--- config.mk ---
export PLATFORM = sky130hd
export DESIGN_NAME = double_ended_queue_flat
export DESIGN_NICKNAME = d
export VERILOG_FILES = /design/src/hw/rtl/dq_pkg.sv /design/src/hw/rtl/dq_in_if.sv /design/src/hw/rtl/dq_out_if.sv /design/src/hw/rtl/double_ended_queue.sv /design/src/flat_wrapper.sv
export SDC_FILE = /design/constraint.sdc
export NUM_CORES = 1
export LEC_CHECK = 0
export BUFFER_PORTS_ARGS = -buffer_cell sky130_fd_sc_hd__buf_2
export CORE_MARGIN = 4
export CORE_UTILIZATION = 40
export CTS_CLUSTER_SIZE = 12
export DETAILED_ROUTE_END_ITERATION = 16
export PLACE_DENSITY = 0.62
export SYNTH_ARGS = -nofsm -noshare
export SYNTH_HDL_FRONTEND = slang
export SYNTH_SLANG_ARGS = --single-unit
--- constraint.sdc ---
create_clock -name i_clk -period 6.6 [get_ports i_clk]
set_input_delay 0.66 -clock i_clk [delete_from_list [all_inputs] [get_ports i_clk]]
set_output_delay 0.66 -clock i_clk [all_outputs]
set_load 0.01 [all_outputs]
--- src/hw/rtl/dq_pkg.sv ---
`timescale 1ns / 1ps
`default_nettype none
// ----------------------------------------------------------------------------
// dq_pkg
// Shared types and sizes for the double-ended queue.
// ----------------------------------------------------------------------------
package dq_pkg;

    localparam int DEPTH    = 16;
    localparam int PTR_W    = (DEPTH > 1) ? $clog2(DEPTH) : 1;
    localparam int CNT_W    = $clog2(DEPTH + 1);
    localparam int DATA_W   = 32;
    localparam int OP_W     = 2;
    localparam int COUNT_W  = 5;
    localparam int STATUS_W = 2;

    typedef enum logic [OP_W-1:0] {
        OP_PUSH_BACK  = 2'd0,
        OP_PUSH_FRONT = 2'd1,
        OP_POP_FRONT  = 2'd2,
        OP_POP_BACK   = 2'd3
    } t_op;

    typedef enum logic [STATUS_W-1:0] {
        ST_OK    = 2'd0,
        ST_EMPTY = 2'd1,
        ST_FULL  = 2'd2
    } t_status;

    typedef enum logic {
        S_IDLE = 1'b0,
        S_READ = 1'b1
    } t_state;

    function automatic logic [PTR_W-1:0] ring_next(input logic [PTR_W-1:0] p);
        return (p == PTR_W'(DEPTH - 1)) ? '0 : PTR_W'(p + 1'b1);
    endfunction

    function automatic logic [PTR_W-1:0] ring_prev(input logic [PTR_W-1:0] p);
        return (p == '0) ? PTR_W'(DEPTH - 1) : PTR_W'(p - 1'b1);
    endfunction

endpackage
`default_nettype wire

--- src/hw/rtl/dq_in_if.sv ---
`timescale 1ns / 1ps
`default_nettype none
// ----------------------------------------------------------------------------
// dq_in_if
// Operation channel: one beat carries an operation and a value.
// ----------------------------------------------------------------------------
interface dq_in_if;
    logic                valid;
    logic                ready;
    logic [1:0]          operation;
    logic signed [31:0]  value;

    modport source (output valid, output operation, output value, input ready);
    modport sink   (input valid, input operation, input value, output ready);
endinterface
`default_nettype wire

--- src/hw/rtl/dq_out_if.sv ---
`timescale 1ns / 1ps
`default_nettype none
// ----------------------------------------------------------------------------
// dq_out_if
// Result channel: one beat per operation.
// ----------------------------------------------------------------------------
interface dq_out_if;
    logic                valid;
    logic                ready;
    logic signed [31:0]  popped_value;
    logic signed [31:0]  front_value;
    logic signed [31:0]  back_value;
    logic [4:0]          entry_count;
    logic [1:0]          status;

    modport source (output valid, output popped_value, output front_value,
                    output back_value, output entry_count, output status,
                    input ready);
    modport sink   (input valid, input popped_value, input front_value,
                    input back_value, input entry_count, input status,
                    output ready);
endinterface
`default_nettype wire

--- src/hw/rtl/double_ended_queue.sv ---
`timescale 1ns / 1ps
`default_nettype none
// ----------------------------------------------------------------------------
// double_ended_queue
// Ring-buffer deque of signed 32-bit values with cached end entries.
// ----------------------------------------------------------------------------
//  channel  dir  handshake     payload
//  i_in     in   valid/ready   operation, value
//  o_out    out  valid/ready   popped_value, front_value, back_value,
//                              entry_count, status
//
//  Pushes, dropped pushes, pops on empty and pops that empty the queue put
//  their result straight into the result register. A pop that leaves entries
//  first fetches the new end entry through the store's synchronous read port.
//  Reset clears pointers, count and handshake state; the store is not cleared.
//  No beat is taken while a result is held and not taken, or a read is open.
// ----------------------------------------------------------------------------
module double_ended_queue (
    input  wire logic i_clk,
    input  wire logic i_rst_n,
    dq_in_if.sink     i_in,
    dq_out_if.source  o_out
);
    import dq_pkg::*;

    logic [DATA_W-1:0] mem [DEPTH];

    t_state            r_state, n_state;
    logic [PTR_W-1:0]  r_head, n_head;
    logic [PTR_W-1:0]  r_tail, n_tail;
    logic [CNT_W-1:0]  r_count, n_count;
    logic [DATA_W-1:0] r_front, n_front;
    logic [DATA_W-1:0] r_back, n_back;
    logic [DATA_W-1:0] r_pop_val, n_pop_val;
    logic              r_pop_front, n_pop_front;
    logic [DATA_W-1:0] r_rd_data;

    logic              r_out_valid, n_out_valid;
    logic [DATA_W-1:0] r_out_popped, n_out_popped;
    logic [DATA_W-1:0] r_out_front, n_out_front;
    logic [DATA_W-1:0] r_out_back, n_out_back;
    logic [COUNT_W-1:0] r_out_count, n_out_count;
    t_status           r_out_status, n_out_status;

    logic              mem_we;
    logic [PTR_W-1:0]  mem_wa;
    logic [DATA_W-1:0] mem_wd;
    logic              rd_en;
    logic [PTR_W-1:0]  rd_addr;

    logic              in_ready;
    logic              in_fire;
    logic              is_full;
    logic              is_empty;
    logic [PTR_W-1:0]  tail_prev;

    assign is_full   = (r_count == CNT_W'(DEPTH));
    assign is_empty  = (r_count == '0);
    assign tail_prev = ring_prev(r_tail);
    assign in_ready  = (r_state == S_IDLE) && (!r_out_valid || o_out.ready);
    assign in_fire   = i_in.valid && in_ready;

    always_comb begin
        n_state      = r_state;
        n_head       = r_head;
        n_tail       = r_tail;
        n_count      = r_count;
        n_front      = r_front;
        n_back       = r_back;
        n_pop_val    = r_pop_val;
        n_pop_front  = r_pop_front;
        n_out_valid  = r_out_valid && !o_out.ready;
        n_out_popped = r_out_popped;
        n_out_front  = r_out_front;
        n_out_back   = r_out_back;
        n_out_count  = r_out_count;
        n_out_status = r_out_status;
        mem_we       = 1'b0;
        mem_wa       = r_tail;
        mem_wd       = i_in.value;
        rd_en        = 1'b0;
        rd_addr      = ring_next(r_head);

        unique case (r_state)
            S_IDLE: begin
                if (in_fire) begin
                    // default result: state unchanged
                    n_out_valid  = 1'b1;
                    n_out_popped = '0;
                    n_out_front  = is_empty ? '0 : r_front;
                    n_out_back   = is_empty ? '0 : r_back;
                    n_out_count  = COUNT_W'(r_count);
                    n_out_status = ST_OK;
                    unique case (t_op'(i_in.operation))
                        OP_PUSH_BACK: begin
                            if (is_full) begin
                                n_out_status = ST_FULL;
                            end else begin
                                mem_we      = 1'b1;
                                mem_wa      = r_tail;
                                n_tail      = ring_next(r_tail);
                                n_count     = CNT_W'(r_count + 1'b1);
                                n_back      = i_in.value;
                                n_front     = is_empty ? i_in.value : r_front;
                                n_out_front = n_front;
                                n_out_back  = n_back;
                                n_out_count = COUNT_W'(n_count);
                            end
                        end
                        OP_PUSH_FRONT: begin
                            if (is_full) begin
                                n_out_status = ST_FULL;
                            end else begin
                                mem_we      = 1'b1;
                                mem_wa      = ring_prev(r_head);
                                n_head      = ring_prev(r_head);
                                n_count     = CNT_W'(r_count + 1'b1);
                                n_front     = i_in.value;
                                n_back      = is_empty ? i_in.value : r_back;
                                n_out_front = n_front;
                                n_out_back  = n_back;
                                n_out_count = COUNT_W'(n_count);
                            end
                        end
                        OP_POP_FRONT, OP_POP_BACK: begin
                            if (is_empty) begin
                                n_out_status = ST_EMPTY;
                            end else begin
                                n_count     = CNT_W'(r_count - 1'b1);
                                n_pop_front = (t_op'(i_in.operation) == OP_POP_FRONT);
                                n_pop_val   = n_pop_front ? r_front : r_back;
                                if (n_pop_front) begin
                                    n_head  = ring_next(r_head);
                                    rd_addr = ring_next(r_head);
                                end else begin
                                    n_tail  = tail_prev;
                                    rd_addr = ring_prev(tail_prev);
                                end
                                n_out_popped = n_pop_val;
                                n_out_front  = '0;
                                n_out_back   = '0;
                                n_out_count  = COUNT_W'(n_count);
                                if (n_count != '0) begin
                                    // new end entry comes from the store
                                    rd_en       = 1'b1;
                                    n_out_valid = 1'b0;
                                    n_state     = S_READ;
                                end
                            end
                        end
                    endcase
                end
            end
            S_READ: begin
                if (r_pop_front) begin
                    n_front = r_rd_data;
                end else begin
                    n_back = r_rd_data;
                end
                n_out_valid  = 1'b1;
                n_out_popped = r_pop_val;
                n_out_front  = n_front;
                n_out_back   = n_back;
                n_out_count  = COUNT_W'(r_count);
                n_out_status = ST_OK;
                n_state      = S_IDLE;
            end
            default: begin
                n_state = S_IDLE;
            end
        endcase
    end

    always_ff @(posedge i_clk) begin
        if (mem_we) begin
            mem[mem_wa] <= mem_wd;
        end
        if (rd_en) begin
            r_rd_data <= mem[rd_addr];
        end
    end

    always_ff @(posedge i_clk) begin
        if (!i_rst_n) begin
            r_state     <= S_IDLE;
            r_head      <= '0;
            r_tail      <= '0;
            r_count     <= '0;
            r_out_valid <= 1'b0;
        end else begin
            r_state     <= n_state;
            r_head      <= n_head;
            r_tail      <= n_tail;
            r_count     <= n_count;
            r_out_valid <= n_out_valid;
        end
    end

    always_ff @(posedge i_clk) begin
        r_front      <= n_front;
        r_back       <= n_back;
        r_pop_val    <= n_pop_val;
        r_pop_front  <= n_pop_front;
        r_out_popped <= n_out_popped;
        r_out_front  <= n_out_front;
        r_out_back   <= n_out_back;
        r_out_count  <= n_out_count;
        r_out_status <= n_out_status;
    end

    assign i_in.ready         = in_ready;
    assign o_out.valid        = r_out_valid;
    assign o_out.popped_value = r_out_popped;
    assign o_out.front_value  = r_out_front;
    assign o_out.back_value   = r_out_back;
    assign o_out.entry_count  = r_out_count;
    assign o_out.status       = r_out_status;

`ifndef SYNTH
    a_count_bound: assert property (@(posedge i_clk) disable iff (!i_rst_n)
        r_count <= CNT_W'(DEPTH))
        else $error("entry count above depth");

    a_read_no_result: assert property (@(posedge i_clk) disable iff (!i_rst_n)
        (r_state == S_READ) |-> !r_out_valid)
        else $error("result held during store read");

    a_push_count: assert property (@(posedge i_clk) disable iff (!i_rst_n)
        (in_fire && !i_in.operation[1] && !is_full)
        |=> (r_count == CNT_W'($past(r_count) + 1'b1)))
        else $error("push did not grow count");

    a_read_done: assert property (@(posedge i_clk) disable iff (!i_rst_n)
        (r_state == S_READ) |=> (r_out_valid && r_state == S_IDLE))
        else $error("store read did not finish in one cycle");

    a_empty_result: assert property (@(posedge i_clk) disable iff (!i_rst_n)
        (r_out_valid && r_out_status == ST_EMPTY)
        |-> (r_out_popped == '0 && r_out_count == '0))
        else $error("bad pop-on-empty result");
`endif

endmodule
`default_nettype wire

--- src/flat_wrapper.sv ---
// flat-port wrapper written by rule: the top's interface ports become plain ports
module double_ended_queue_flat import dq_pkg::*;
  (i_clk, i_rst_n, i_in_valid, i_in_operation, i_in_value, i_in_ready, o_out_valid, o_out_popped_value, o_out_front_value, o_out_back_value, o_out_entry_count, o_out_status, o_out_ready);
  dq_in_if i_in_i ();
  dq_out_if o_out_i ();
  input  wire logic i_clk;
  input  wire logic i_rst_n;
  input wire logic [$bits(i_in_i.valid)-1:0] i_in_valid;
  input wire logic [$bits(i_in_i.operation)-1:0] i_in_operation;
  input wire logic [$bits(i_in_i.value)-1:0] i_in_value;
  output wire logic [$bits(i_in_i.ready)-1:0] i_in_ready;
  output wire logic [$bits(o_out_i.valid)-1:0] o_out_valid;
  output wire logic [$bits(o_out_i.popped_value)-1:0] o_out_popped_value;
  output wire logic [$bits(o_out_i.front_value)-1:0] o_out_front_value;
  output wire logic [$bits(o_out_i.back_value)-1:0] o_out_back_value;
  output wire logic [$bits(o_out_i.entry_count)-1:0] o_out_entry_count;
  output wire logic [$bits(o_out_i.status)-1:0] o_out_status;
  input wire logic [$bits(o_out_i.ready)-1:0] o_out_ready;
  assign i_in_i.valid = i_in_valid;
  assign i_in_i.operation = i_in_operation;
  assign i_in_i.value = i_in_value;
  assign i_in_ready = i_in_i.ready;
  assign o_out_valid = o_out_i.valid;
  assign o_out_popped_value = o_out_i.popped_value;
  assign o_out_front_value = o_out_i.front_value;
  assign o_out_back_value = o_out_i.back_value;
  assign o_out_entry_count = o_out_i.entry_count;
  assign o_out_status = o_out_i.status;
  assign o_out_i.ready = o_out_ready;
  double_ended_queue u_core (.i_clk(i_clk), .i_rst_n(i_rst_n), .i_in(i_in_i), .o_out(o_out_i));
endmodule
---- Word level (Yosys, flattened, before mapping) ----
Memory sizes are Yosys's and may differ from the RTL's. A register that Yosys moved wholly into a read port is not among the register bits.
Cells that the tools add are included.
operators by class
  add/subtract/negate cells ............... 7
  equality and inequality tests ........... 15
  multiplexer cells ....................... 81
  bitwise logic cells ..................... 2
  reduce and logical (&&, ||, !) cells .... 21
operators by type and width
  operator                                           count
  two-way mux 32 bit                                 23
  case mux 32 bit (2 select lines)                   7
  case mux 32 bit (3 select lines)                   2
  two-way mux 4 bit                                  20
  case mux 5 bit (2 select lines)                    2
  two-way mux 1 bit                                  16
  case mux 4 bit (2 select lines)                    2
  two-way mux 5 bit                                  3
  logical NOT 4 bit                                  3
  AND reduction 6 bit                                2
  subtractor 4 x 1 -> 4 bit (second input constant)  3
  inequality test 3 bit (second input constant)      3
  adder 4 x 1 -> 4 bit (second input constant)       2
  == test 4 bit (second input constant)              2
  inequality test 2 bit (second input constant)      4
  case mux 2 bit (2 select lines)                    2
  AND reduction 4 bit                                2
  adder 5 x 1 -> 5 bit (second input constant)       1
  == test 5 bit (second input constant)              1
  logical NOT 5 bit                                  1
  nonzero test 5 bit                                 1
  subtractor 5 x 1 -> 5 bit (second input constant)  1
  == test 2 bit (second input constant)              2
  two-way mux 2 bit                                  2
  other kinds (11)                                   19
storage, ports and cells
  flip-flop bits (word level) ............. 215
  bits in writable memories ............... 512
  output and inout port bits .............. 105
  memories ................................ 1
memories
  name        words  width  rd ports  clocked after Yosys merged registers in  wr ports  RTL line                  RTL
  u_core.mem  16     32     1         1                                        1         double_ended_queue.sv:26  logic [DATA_W-1:0] mem [DEPTH];

---- Logic depth before layout (Yosys ltp) ----
Gate-level depths: netlist of run 1.
  depth after elaboration ................. 9
  depth in mapped cells ................... 13
  depth with buffers taken out ............ 9

---- Least setup slack after synthesis of run 1 ----
Ideal clock, no wire load.
  path type ............................... register to register
  start point ............................. register u_core.r_count[0]
  end point ............................... register u_core.r_rd_data[10], read port of u_core.mem, data pin
  library setup time ...................... 0.259 ns
  arrival time ............................ 4.193 ns
  path slack .............................. 2.148 ns
  stages on the path, launching flop included .. 12
  path buffers ............................ 2
  cells stage by stage .................... dfxtp_1 inv_1 ha_1 nor4b_1 buf_2 nor4_4 a21oi_1 a21oi_4 buf_2 mux4_2 a22o_1 a211o_1
on the way
  cells in the longest elaborated chain, start to end .. 7
RTL lines
  item                       RTL line                   RTL
  start, declared            double_ended_queue.sv:31   logic [CNT_W-1:0] r_count, n_count;
  start signal, assigned     double_ended_queue.sv:194  r_count <= n_count;
  subtractor 5 x 1 -> 5 bit  double_ended_queue.sv:129  n_count = CNT_W'(r_count - 1'b1);
  nonzero test 5 bit         double_ended_queue.sv:143  if (n_count != '0) begin
  two-way mux 1 bit          double_ended_queue.sv:143
  two-way mux 1 bit          double_ended_queue.sv:126  if (is_empty) begin
  two-way mux 1 bit          double_ended_queue.sv:94   unique case (t_op'(i_in.operation))
  two-way mux 1 bit          double_ended_queue.sv:86   if (in_fire) begin
  two-way mux 1 bit          double_ended_queue.sv:84   unique case (r_state)
  end, declared              double_ended_queue.sv:36   logic [DATA_W-1:0] r_rd_data;
Parallel ways exist; a longest one is shown, timed or not.
A chain may end at the register's enable or synchronous reset.

---- Worst setup path after layout of run 1 ----
  start point ............................. register u_core.r_count[0]
  end point ............................... register u_core.r_rd_data[1], read port of u_core.mem, data pin
The elaborated chain is that of the path after synthesis.

==> metrics, run 1 <==
final max-slew violation count 0; prevailing post-synth register cell sky130_fd_sc_hd__edfxtp_1; Synth Cell Area 32,200 um^2; register area share after synthesis 0.703; post-synth net total roughly 2,000; per-cell routed wire length ~25 um; cell at the root of the clock tree sky130_fd_sc_hd__clkbuf_16; Total Routing Usage GR 0.184; Worst R2R End u_core.r_rd_data[1]$_DFFE_PP_; Post-synth EDFFs 744; number of inserted filler cells in the final layout 6,755; residual antenna-violating net count after detailed routing 0; unrepaired setup endpoints after global routing false; critical path type flop to flop; total clock buffers created by CTS slightly below 80; synthesis-to-finish area growth 13.4%; clock net sink count 759; Cell Rows 103; area share of the leading cell type in the synthesized netlist 0.694; area taken by multi-input logic gates a little over 9000 um^2; final weighted congestion in routability-driven placement 0.826; area occupied by registers 22,600 um^2; setup clock skew after layout 0.0195 ns; number of antenna violations at the first check in global routing 10; Worst Tran Pin Value 1.17 ns; critical path endpoint u_core.r_rd_data[1]$_DFFE_PP_; # port buffers 142; final number of hold-violating endpoints 0; Synthesis Warnings 0; total wire length 80.1 mm; Arrival @ worst endpoint about 5 ns; Final min period 4.69 ns; total iterations of the first detailed-routing run 7; fraction of layout instances using a drive strength above 1 0.235; Post-Syn Instances 1,972; R2R cell count 11; Worst setup EP type flop; Worst setup startpoint u_core.r_count[0]$_SDFFE_PN0P_; power per cell area around 320 nW/um^2; maximum number of pins on one net before global-route repair between 100 and 150; vias in the first global route 18,491; syn avg cell area 16.3 um^2; number of buffers added for setup after CTS 0; number of DRC markers in iteration 0 1,750; Layout Nets 2,161; CTS tree done; hold crit path type input port to flop; max capacitance violation total 0; H-tree level count 3; largest area contributor in the netlist sky130_fd_sc_hd__edfxtp_1; chip width 292 um; slew margin rel. 0.220; cts-stage hold buffer count 0; register bit total from synthesis between 700 and 800; Leak Pwr 0.0123 uW; Setup violations, final 0; GRT overflow 0; clock slew at reported path FFs 0.06 ns; unique cell type count in the Yosys netlist 63; total I/O pin count 143; final-layout worst hold slack roughly 0.34 ns; vias per inst about 5.8; final HPWL from detailed placement between 40 and 50 mm; final worst-path cycle share 0.710; die height between 200 and 300 um; first-pass GRT wire length 119 mm; number of instances resized during post-cts repair 0; Skew-Pair Late Insertion Delay roughly 0.63 ns; cell types occupying the most area after synthesis sky130_fd_sc_hd__edfxtp_1 (69%), sky130_fd_sc_hd__mux4_2 (6.6%), sky130_fd_sc_hd__mux2i_1 (3.7%), sky130_fd_sc_hd__mux2_2 (3.2%), sky130_fd_sc_hd__nand2_1 (1.8%); commonest non-fill, non-tap cell in the layout sky130_fd_sc_hd__edfxtp_1; total die area 85,100 um^2; effective utilization at floorplan 0.406; worst path required time approximately 7.0 ns; run status finished clean; critical path startpoint category flop; summed negative setup slack over all endpoints 0 ns; number of remaining DRC errors 0; vias post-DR 18,579; share of synthesized registers carrying an async set or reset 0; maximum buffer depth of the clock tree 3; Worst Path Max Fanout 53; most frequent cells in the layout sky130_fd_sc_hd__edfxtp_1 (744), sky130_fd_sc_hd__nand2_1 (156), sky130_fd_sc_hd__buf_2 (142); highest attainable clock frequency 213 MHz; maximum resistive drop on vdd ~180 uV; placeable core region 79,400 um^2; slack of the worst reg-to-reg path 1.91 ns; Critical R2R Launch u_core.r_count[0]$_SDFFE_PN0P_
==> stage by stage <==
step	total power (uW)	worst slack, ns	instance area, um^2	utilization	std cells
global route	12200	1.60	36500	0.460	3204
floorplan	7210	2.15	32200	-	1972
detailed placement	7880	1.90	34200	0.431	3081
finish	11800	1.91	36500	0.460	3209
global placement	7840	2.00	34200	0.431	3081
CTS	11900	1.91	36500	0.460	3204
==> cell usage after synthesis, drive strengths merged, types with 6 or more instances <==
master / count
mux2i: 119
a21o: 34
nand2: 156
buf: 37
dfxtp: 15
a22o: 32
a221o: 12
clkbuf: 92
nor3b: 14
and2: 9
o21ai: 107
inv: 39
o311ai: 17
nor2: 60
mux2: 91
a22oi: 38
ha: 12
o21bai: 32
o22ai: 34
nand2b: 7
nor2b: 8
edfxtp: 744
a222oi: 11
nor3: 6
a21oi: 40
mux4: 95
a211o: 34
nand3: 23
==> worst min-delay path by stage <==
stage / end / slack [ns] / startpoint / cells past startpoint
2_1_floorplan: u_core.o_out.popped_value[0]$_DFFE_PN_ / 0.50 / u_core.r_pop_val[0]$_DFFE_PP_ / 2
3_5_place_dp: u_core.o_out.popped_value[10]$_DFFE_PN_ / 0.51 / u_core.r_pop_val[10]$_DFFE_PP_ / 2
5_1_grt: u_core.o_out.valid$_SDFF_PN0_ / 0.36 / i_in_valid / 3
4_1_cts: u_core.o_out.valid$_SDFF_PN0_ / 0.30 / i_in_valid / 3
6_report: u_core.o_out.valid$_SDFF_PN0_ / 0.34 / i_in_valid / 3
3_3_place_gp: u_core.o_out.popped_value[10]$_DFFE_PN_ / 0.51 / u_core.r_pop_val[10]$_DFFE_PP_ / 2
==> critical path: stages, from the launching register on <==
cell and delay [ns]:
sky130_fd_sc_hd__dfxtp_1 0.47, sky130_fd_sc_hd__inv_1 0.17, sky130_fd_sc_hd__ha_1 0.28, sky130_fd_sc_hd__nor4b_2 0.17, sky130_fd_sc_hd__buf_4 0.31, sky130_fd_sc_hd__nor4_4 0.45, sky130_fd_sc_hd__o2111a_1 0.32, sky130_fd_sc_hd__a21o_4 0.56
sky130_fd_sc_hd__buf_4 0.74, sky130_fd_sc_hd__mux4_2 0.42, sky130_fd_sc_hd__a22o_1 0.24, sky130_fd_sc_hd__a211o_1 0.22
==> flip-flops by register name (all words and copies together) (netlist names), 4 cells and up <==
| register | cells |
|---|---|
| u_core.o_out.back_value | 32 |
| u_core.r_rd_data | 32 |
| u_core.r_count | 5 |
| u_core.r_back | 32 |
| u_core.o_out.entry_count | 5 |
| u_core.r_head | 4 |
| u_core.o_out.popped_value | 32 |
| u_core.r_pop_val | 32 |
| u_core.r_front | 32 |
| u_core.r_tail | 4 |
| u_core.mem | 512 |
| u_core.o_out.front_value | 32 |
==> area by class of cell <==
cell class,instances,area share
Timing Repair Buffer,188,0.0300
Clock inverter,23,0.00480
Multi-Input combinational cell,1045,0.248
Inverter,39,0.00401
Tap cell,1050,0.0360
Sequential cell,759,0.620
Clock buffer,100,0.0569
Antenna cell,5,0.000343
==> cells by family after synthesis <==
family	Yosys count	share of synthesized area
flip-flops	759	0.703
multiplexers	305	0.135
adder cells (fa/ha/maj)	12	0.00466
XOR/XNOR	8	0.00218
buffers and inverters	168	0.0219
AND/OR/NAND/NOR	301	0.0421
AO/OA/AOI/OAI	419	0.0909
==> per-layer routing <==
metal / vias to the layer above / wire length, um / global-route usage
li1: 8146 / - / -
met4: 6 / 1520 / 0.0512
met2: 803 / 38100 / 0.297
met5: - / 30 / 0
met1: 9495 / 34100 / 0.258
met3: 129 / 6290 / 0.0331
==> power by group <==
part / total [uW] / internal, uW / leakage (uW) / switching [uW]
clock: 3970 / 2210 / 0.00109 / 1760
combinational: 1950 / 775 / 0.00426 / 1170
sequential: 5840 / 5690 / 0.00697 / 154
total: 11800 / 8670 / 0.0123 / 3080
No activity file was read; power rests on OpenSTA's default activity.
==> inputs of run 2 (changes only) <==
--- a/config.mk
+++ b/config.mk
@@ -5,12 +5,13 @@
 export SDC_FILE = /design/constraint.sdc
 export NUM_CORES = 1
 export LEC_CHECK = 0
+export ABC_AREA = 1
 export BUFFER_PORTS_ARGS = -buffer_cell sky130_fd_sc_hd__buf_2
 export CORE_MARGIN = 4
 export CORE_UTILIZATION = 40
 export CTS_CLUSTER_SIZE = 12
 export DETAILED_ROUTE_END_ITERATION = 16
-export PLACE_DENSITY = 0.62
+export PLACE_DENSITY = 0.64
 export SYNTH_ARGS = -nofsm -noshare
 export SYNTH_HDL_FRONTEND = slang
 export SYNTH_SLANG_ARGS = --single-unit
==> constraint.sdc (replaced) <==
create_clock -name i_clk -period 3.9 [get_ports i_clk]
set_input_delay 0.39 -clock i_clk [delete_from_list [all_inputs] [get_ports i_clk]]
set_output_delay 0.39 -clock i_clk [all_outputs]
set_load 0.01 [all_outputs]
==> metrics, run 2 <==
run status finished clean (unchanged); maximum resistive drop on vdd 332 uV (was 183 uV); final weighted congestion in routability-driven placement 0.815 (was 0.826); number of instances resized during post-cts repair 0 (unchanged); most frequent cells in the layout sky130_fd_sc_hd__edfxtp_1 (744), sky130_fd_sc_hd__nand2_1 (742), sky130_fd_sc_hd__nand3_1 (694) (was sky130_fd_sc_hd__edfxtp_1 (744), sky130_fd_sc_hd__nand2_1 (156), sky130_fd_sc_hd__buf_2 (142)); clock net sink count 759 (unchanged); number of antenna violations at the first check in global routing 15 (was 10); number of inserted filler cells in the final layout 8,129 (was 6,755); vias in the first global route 24,244 (was 18,491); maximum number of pins on one net before global-route repair 122 (was 123); R2R cell count 8 (was 11); simple-gate area share of the yosys netlist 0.197 (was 0.0421); hold crit path type input port to flop (unchanged); Skew-Pair Late Insertion Delay 0.62 ns (was 0.63 ns); unrepaired setup endpoints after global routing false (unchanged); vias post-DR 25,661 (was 18,579); dominant combinational cell family by area after synthesis simple AND/OR/NAND/NOR gates (was multiplexers); # port buffers 142 (unchanged); Leak Pwr 0.0162 uW (was 0.0123 uW); critical path startpoint category flop (unchanged); GRT overflow 0 (unchanged); final max-slew violation count 0 (unchanged); end point of the most critical hold path u_core.o_out.valid$_SDFF_PN0_ (unchanged); number of buffers added for setup after CTS 0 (unchanged); clock slew at reported path FFs 0.06 ns (about the same); share of the synthesized area in compound gates (AO/OA/AOI/OAI) 0.0704 (was 0.0909); placeable core region 87,300 um^2 (was 79,400 um^2); Total Routing Usage GR 0.195 (was 0.184); final core utilization 0.457 (was 0.460); Post-Syn Instances 3,571 (was 1,972); share of synthesized registers carrying an async set or reset 0 (unchanged); Setup violations, final 0 (unchanged); mux share of post-synthesis cell area 0 (was 0.135); total iterations of the first detailed-routing run 6 (was 7); Worst Tran Pin Value 1.06 ns (was 1.17 ns); final worst-path cycle share 0.897 (was 0.710); post-synth net total 3,621 (was 2,022); min-delay src i_in_valid (unchanged); register bit total from synthesis 759 (unchanged); vias per inst 5.29 (was 5.79); per-cell routed wire length 19.2 um (was 25.0 um); final instance count without filler cells 4,848 (was 3,209); total die area 93,300 um^2 (was 85,100 um^2); synthesis-to-finish area growth 12.8% (was 13.4%); Worst setup EP type flop (unchanged); Post-synth top cells sky130_fd_sc_hd__edfxtp_1 (744), sky130_fd_sc_hd__nand2_1 (744), sky130_fd_sc_hd__nand3_1 (695) (was sky130_fd_sc_hd__edfxtp_1 (744), sky130_fd_sc_hd__nand2_1 (156), sky130_fd_sc_hd__mux2i_1 (119)); slack of the worst reg-to-reg path 0.40 ns (was 1.91 ns); placed cell count 4,723 (was 3,081); Clock Power Share 0.344 (was 0.338); Final min period 3.50 ns (was 4.69 ns); CTS tree done (unchanged); switching fraction of total power 0.280 (was 0.262); number of DRC markers in iteration 0 2,656 (was 1,750); maximum buffer depth of the clock tree 3 (unchanged); Cell Rows 108 (was 103); syn avg cell area 9.91 um^2 (was 16.3 um^2); max capacitance violation total 0 (unchanged); worst path required time 4.22 ns (was 6.97 ns); max FFs per register 512 (unchanged); unique cell type count in the Yosys netlist 42 (was 63); die height 305 um (was 292 um); parity-gate share of the synthesized area counting xor and xnor cells 0.00223 (was 0.00218); fraction of layout instances using a drive strength above 1 0.0985 (was 0.235); total I/O pin count 143 (unchanged); cell at the root of the clock tree sky130_fd_sc_hd__clkbuf_16 (unchanged); register area share after synthesis 0.640 (was 0.703); cts-stage hold buffer count 0 (unchanged); setup clock skew after layout 0.0173 ns (was 0.0195 ns); commonest non-fill, non-tap cell in the layout sky130_fd_sc_hd__edfxtp_1 (unchanged); design internal power 14,400 uW (was 8670 uW); Arrival @ worst endpoint 3.81 ns (was 5.06 ns); number of remaining DRC errors 0 (unchanged); final HPWL from detailed placement 55.7 mm (was 47.5 mm); Synth Cell Area 35,400 um^2 (was 32,200 um^2); adder and majority gate portion of the synthesized area 0.00424 (was 0.00466); area taken by multi-input logic gates 9950 um^2 (was 9050 um^2); Layout Nets 3,697 (was 2,161); slew margin rel. 0.295 (was 0.220); first-pass GRT wire length 144 mm (was 119 mm); Post-synth EDFFs 744 (unchanged); critical path type flop to flop (unchanged); H-tree level count 3 (unchanged); effective utilization at floorplan 0.405 (was 0.406); summed negative setup slack over all endpoints 0 ns (unchanged); total wire length 93.3 mm (was 80.1 mm); power per cell area 503 nW/um^2 (was 322 nW/um^2); register with the highest flop count u_core.mem (unchanged); area occupied by registers 22,600 um^2 (about the same); net switching power 5630 uW (was 3080 uW); prevailing post-synth register cell sky130_fd_sc_hd__edfxtp_1 (unchanged); number of stages on the worst hold path 3 (unchanged); largest area contributor in the netlist sky130_fd_sc_hd__edfxtp_1 (unchanged); Synthesis Warnings 0 (unchanged); area share of the leading cell type in the synthesized netlist 0.631 (was 0.694); total clock buffers created by CTS 77 (was 78); sequential fraction of design power 0.484 (was 0.497); residual antenna-violating net count after detailed routing 0 (unchanged); final number of hold-violating endpoints 0 (unchanged); logic gate share of total power 0.172 (was 0.166); chip width 305 um (was 292 um); Worst Path Max Fanout 14 (was 53); Worst R2R End u_core.mem[14][16]$_DFFE_PP_ (was u_core.r_rd_data[1]$_DFFE_PP_); cell types occupying the most area after synthesis sky130_fd_sc_hd__edfxtp_1 (63%), sky130_fd_sc_hd__nand3_1 (9.8%), sky130_fd_sc_hd__nand2_1 (7.9%), sky130_fd_sc_hd__inv_1 (5.6%), sky130_fd_sc_hd__o21ai_0 (4.2%) (was sky130_fd_sc_hd__edfxtp_1 (69%), sky130_fd_sc_hd__mux4_2 (6.6%), sky130_fd_sc_hd__mux2i_1 (3.7%), sky130_fd_sc_hd__mux2_2 (3.2%), sky130_fd_sc_hd__nand2_1 (1.8%)); highest attainable clock frequency 286 MHz (was 213 MHz); Critical R2R Launch u_core.r_count[0]$_SDFFE_PN0P_ (unchanged)
run 2: changes by cell type in the layout (fill, tap and decap cells not counted), sizes merged, moves of 31 or more:
cell	before	now
mux2i	119	0
a21o	34	0
o22ai	34	3
a211o	34	0
a22oi	38	0
o21bai	32	0
a21oi	40	100
a22o	32	1
nand3	23	698
o21ai	107	302
inv	41	543
mux4	95	0
mux2	91	0
nand2	156	749
run 2: cells by family after synthesis:
group                      count (synthesis)
DFF                                      759
xor gates and xnor gates                   9
adders and majority gates                 12
buffers and inverters                    763
AOI/OAI and AO/OA                        460
and+or+nand+nor                         1568
run 2: how the worst max path moves through the flow:
stage,start,to,cells past startpoint
2_1_floorplan,u_core.r_state$_SDFF_PN0_,u_core.o_out.back_value[0]$_DFFE_PN_,4
3_3_place_gp,o_out_ready,u_core.mem[14][21]$_DFFE_PP_,10
3_5_place_dp,o_out_ready,u_core.mem[14][21]$_DFFE_PP_,10
4_1_cts,u_core.r_count[0]$_SDFFE_PN0P_,u_core.mem[14][16]$_DFFE_PP_,8
5_1_grt,u_core.r_count[0]$_SDFFE_PN0P_,u_core.mem[14][15]$_DFFE_PP_,8
6_report,u_core.r_count[0]$_SDFFE_PN0P_,u_core.mem[14][16]$_DFFE_PP_,8
run 2: critical path, cell delays in order (launching register included):
cell,delay (ns)
sky130_fd_sc_hd__dfxtp_1,0.42
sky130_fd_sc_hd__inv_1,0.13
sky130_fd_sc_hd__ha_1,0.27
sky130_fd_sc_hd__nand3_2,0.10
sky130_fd_sc_hd__nand3_1,0.28
sky130_fd_sc_hd__o21ai_0,0.57
sky130_fd_sc_hd__nand3_1,0.47
sky130_fd_sc_hd__nor2_4,0.64
sky130_fd_sc_hd__buf_4,0.31
run 2: routing by layer:
layer  track usage  wire [um]  vias to the layer above
li1              -          -                    12241
met4        0.0624       2380                       10
met1         0.267      40000                    12205
met5             0         59                        -
met3        0.0339       7250                      173
met2         0.317      43600                     1032
run 2: cell type report:
| class | count | share of cell area |
|---|---|---|
| inverter | 542 | 0.0511 |
| clock buffer | 103 | 0.0531 |
| sequential | 759 | 0.567 |
| timing repair buffer | 218 | 0.0393 |
| tap | 1155 | 0.0362 |
| antenna | 6 | 0.000376 |
| multi-input combinational | 2049 | 0.249 |
| clock inverter | 16 | 0.00364 |
run 2: stage by stage:
stage	hold WS, ns	power [uW]	cell area, um^2	worst slack [ns]
floorplan	0.480	12100	35400	0.248
finish	0.0582	20100	39900	0.403
CTS	0.0261	20200	39900	0.456
detailed placement	0.503	13300	37600	0.421
global placement	0.502	13300	37600	0.433
global route	0.0696	20900	39900	0.195
run 2: power groups by stage:
stage / combinational (uW) / clock, uW / sequential (uW)
5_1_grt: 3820 / 7350 / 9750
3_3_place_gp: 3390 / 0 / 9880
3_5_place_dp: 3430 / 0 / 9880
6_report: 3450 / 6900 / 9720
2_1_floorplan: 2110 / 0 / 9940
4_1_cts: 3450 / 7030 / 9720
